File: src/rtl/fhc_ram.sv
// ----------------------------------------------------------------------------
// fhc_ram: generic single write port RAM
// One write port, one read port, read data registered.
// ----------------------------------------------------------------------------
module fhc_ram #(
    parameter int WIDTH = 8,
    parameter int DEPTH = 16
) (
    input  logic                                   i_clk,
    input  logic                                   i_we,
    input  logic [((DEPTH > 1) ? $clog2(DEPTH) : 1)-1:0] i_waddr,
    input  logic [WIDTH-1:0]                       i_wdata,
    input  logic [((DEPTH > 1) ? $clog2(DEPTH) : 1)-1:0] i_raddr,
    output logic [WIDTH-1:0]                       o_rdata
);

    logic [WIDTH-1:0] r_mem [DEPTH];
    logic [WIDTH-1:0] r_rdata;

    always_ff @(posedge i_clk) begin
        if (i_we) begin
            r_mem[i_waddr] <= i_wdata;
        end
        r_rdata <= r_mem[i_raddr];
    end

    assign o_rdata = r_rdata;

endmodule

File: config.mk
export PLATFORM = sky130hd
export DESIGN_NAME = fhc_ram
export DESIGN_NICKNAME = d
export VERILOG_FILES = /design/src/rtl/fhc_ram.sv
export SDC_FILE = /design/constraint.sdc
export NUM_CORES = 1
export LEC_CHECK = 0
export ABC_AREA = 1
export BUFFER_PORTS_ARGS = -buffer_cell sky130_fd_sc_hd__buf_2
export CAP_MARGIN = 20
export CORE_MARGIN = 5
export CORE_UTILIZATION = 37
export CTS_BUF_LIST = sky130_fd_sc_hd__clkbuf_2 sky130_fd_sc_hd__clkbuf_4 sky130_fd_sc_hd__clkbuf_8
export CTS_CLUSTER_SIZE = 20
export DETAILED_ROUTE_END_ITERATION = 7
export PLACE_DENSITY = 0.52
export SYNTH_ARGS = -nofsm -noshare
export SYNTH_HDL_FRONTEND = slang
export SYNTH_SLANG_ARGS = --single-unit
File: constraint.sdc
create_clock -name i_clk -period 1.3 [get_ports i_clk]
set_input_delay 0.26 -clock i_clk [delete_from_list [all_inputs] [get_ports i_clk]]
set_output_delay 0.26 -clock i_clk [all_outputs]
set_load 0.01 [all_outputs]
==> impl_results.md <==
* Crit-path max cell delay at 0.36 ns
* Peak Freq at 826 MHz
* Max-Cap Viols at 0
* Status: finished clean
* CP cell instances: buf_2
* Core box area at 15,300 um2
* Rel. slew slack at 0.719
* Worst hold path endpoint: o_rdata[5]
* Hold_buf cts at 0
* Hold Crit Start: i_raddr[3]
* Req. time, crit path at approximately 1.0 ns
* Combinational fraction of design power at 0.071
* Die area at 18,200 um2
* Routed Antenna Nets at 0
* CTS clock-pin slew for the worst setup and hold paths at 0.07 ns
* Reg2Reg Depth at 6
* CP max-delay cell: dfxtp_1
* Distinct cells, synth at 12
* Buffers on Ports at 25
* Switching Fraction at 0.213
* Critical path launch point type: register
* CTS Buffer Depth at 2
* CTS H-Tree Depth at 4
* Global-route wire length before repair at ~21,000 um
* Die H at around 130 um
* CTS buffer count at 17
* Final hold vios at 0
* FILL cells at around 1,400
* Ys Warns at 0
* Multi-input gate area at about 1200 um2
* Post-CTS Resized at 0
* Initial antenna violation count at 0
* Share of layout cells above drive strength 1 at 0.152
* Grt ovf at 0
* Post-Syn Nets at 569
* Syn Area/Cell at 10.5 um2
* Final non-filler cell total at 830
* Seq cells post-synth at 136
* Reg2reg end: o_rdata[7]
* Fin util at 0.448
* Pre-CTS setup slack at -0.0514 ns
* Clock power share at 0.415
* Hold Path Stages at 3
* Final period util at 0.931
* Commonest cells after routing, fill and taps aside: nand2_1, edfxtp_1, inv_1
* Switch Pwr at ~2 mW
* Largest net degree at the start of global routing at 36
* Crit Path Max Fanout at 1
* Total number of vias at between 3,000 and 4,000
* Die Wd at around 130 um
* Power, Total at around 9.6 mW
* CTS tree: done
* Drc violations at 0
* Number of global-route vias before repair at approximately 3,800
* Critical path start-end classification: register to output port
* Layout area overhead at 18.4%
* CP Capture Type: output port
* Num Clock Sinks at 136
* Mapped cell area at roughly 5800 um2
* Max VDD drop at between 600 and 700 uV
* Min Clock Period, post-route at about 1.2 ns
* RSZ-0062 raised after global routing: false
* Leakage at approximately 3.0 nW
* Cells after Synth at around 550
* Via density per instance at around 4.6
* Routed len/inst at about 17 um
* Final Worst Setup Slack at around 0.09 ns
* Worst slew pin tran at between 0.4 and 0.5 ns
* Critical Path AT at around 0.95 ns
* Final WL at between 10,000 and 15,000 um
* Worst-Skew Late Latency at ~0.44 ns
* Initial Utilization at 0.378
* Leading cell type in the layout, fill and taps excluded: nand2_1
* Placed cells at 798
* Flop2flop setup slack at around 0.25 ns
* Layout Nets at around 620
* Final setup viols at 0
* Worst Path Buf+Inv at 1
* 1st-pass router iterations at 5
* Worst r2r src: r_mem[1][7]
* CTS Root Cell: clkbuf_8
* Io pins at 26
* GP Congestion at between 0.7 and 0.8
* Pwr Density at about 1400 nW/um2
* Slew Limit Fails at 0
* Antenna diode count at 0
* Int Power at between 7 and 8 mW
* Final HPWL DP at approximately 8900 um
* Reg area at between 4000 and 5000 um2
* Postcts setup bufs at 0
* Detailed Route Iter0 Violations at ~250
* Clock skew at between 0.01 and 0.015 ns
* Flop pwr share at 0.514
* # rows at 45
* GRT Overall Usage at 0.162
* Hold crit path type: primary input to register
* CP top delay family: flip-flops
* Sequential fraction of the synthesis area at 0.694
## registers in the layout, summed over array words and instances (netlist names)
| name | flops |
|---|---|
| o_rdata | 8 |
| r_mem | 128 |
## worst max-delay path by stage
stage | depth (start not counted) | startpoint | slack [ns] | end
2_1_floorplan | 2 | i_waddr[3] | 0.09 | r_mem[4][0]
6_report | 1 | o_rdata[4] | 0.09 | o_rdata[4]
3_3_place_gp | 8 | i_raddr[0] | -0.04 | o_rdata[5]
3_5_place_dp | 8 | i_raddr[0] | -0.05 | o_rdata[7]
5_1_grt | 1 | o_rdata[6] | 0.02 | o_rdata[6]
4_1_cts | 1 | o_rdata[4] | 0.04 | o_rdata[4]
## per-layer routing
layer  share of wire  GRT usage
met5               0          0
met4           0.012     0.0605
met3           0.046     0.0436
met2            0.49      0.263
met1            0.45      0.209
## layout make-up
type                            instances  share of cell area
Tap cell                              211              0.0387
Sequential cell                       136               0.586
Clock buffer                           24              0.0475
Inverter                              102              0.0561
Timing Repair Buffer                   60              0.0733
Clock inverter                          8              0.0205
Multi-Input combinational cell        289               0.178
## worst min-delay path: stages
cell	delay, ns
buf_2	0.19
nand3_1	0.11
nand2_1	0.04
## per-stage QoR
stage | hold WS, ns | instance area [um2] | setup TNS, ns
after CTS | 0.173 | 6830 | 0
final | 0.217 | 6830 | 0
after floorplan | 0.359 | 5770 | 0
after global placement | 0.635 | 6360 | -0.111
after global routing | 0.190 | 6830 | 0
after detailed placement | 0.650 | 6360 | -0.198
## Yosys cell counts
cell type	instances	area share
inv_2	2	0.0013
nand3b_1	2	0.0026
buf_2	13	0.011
buf_4	4	0.0052
edfxtp_1	128	0.67
nor2_1	17	0.011
nand2_1	173	0.11
dfxtp_1	8	0.028
buf_1	1	0.00065
nand3_1	97	0.084
inv_1	100	0.065
buf_6	6	0.012
## logic make-up (layout without fill, tap and decap cells)
family	after synthesis	in the layout	share of synthesized area
buf+inv	126	194	0.0952
flops	136	136	0.694
simple gates	289	289	0.210
## power by group through the flow
stage                     Sequential (mW)  Clock [mW]  Combinational (mW)
after detailed placement             5.03           0               0.696
after floorplan                      5.03           0               0.346
after CTS                            4.93        4.05               0.699
after global routing                 4.93        4.24               0.763
after global placement               5.03           0               0.692
final                                4.93        3.97               0.685
(Power assumes the default switching activity.)
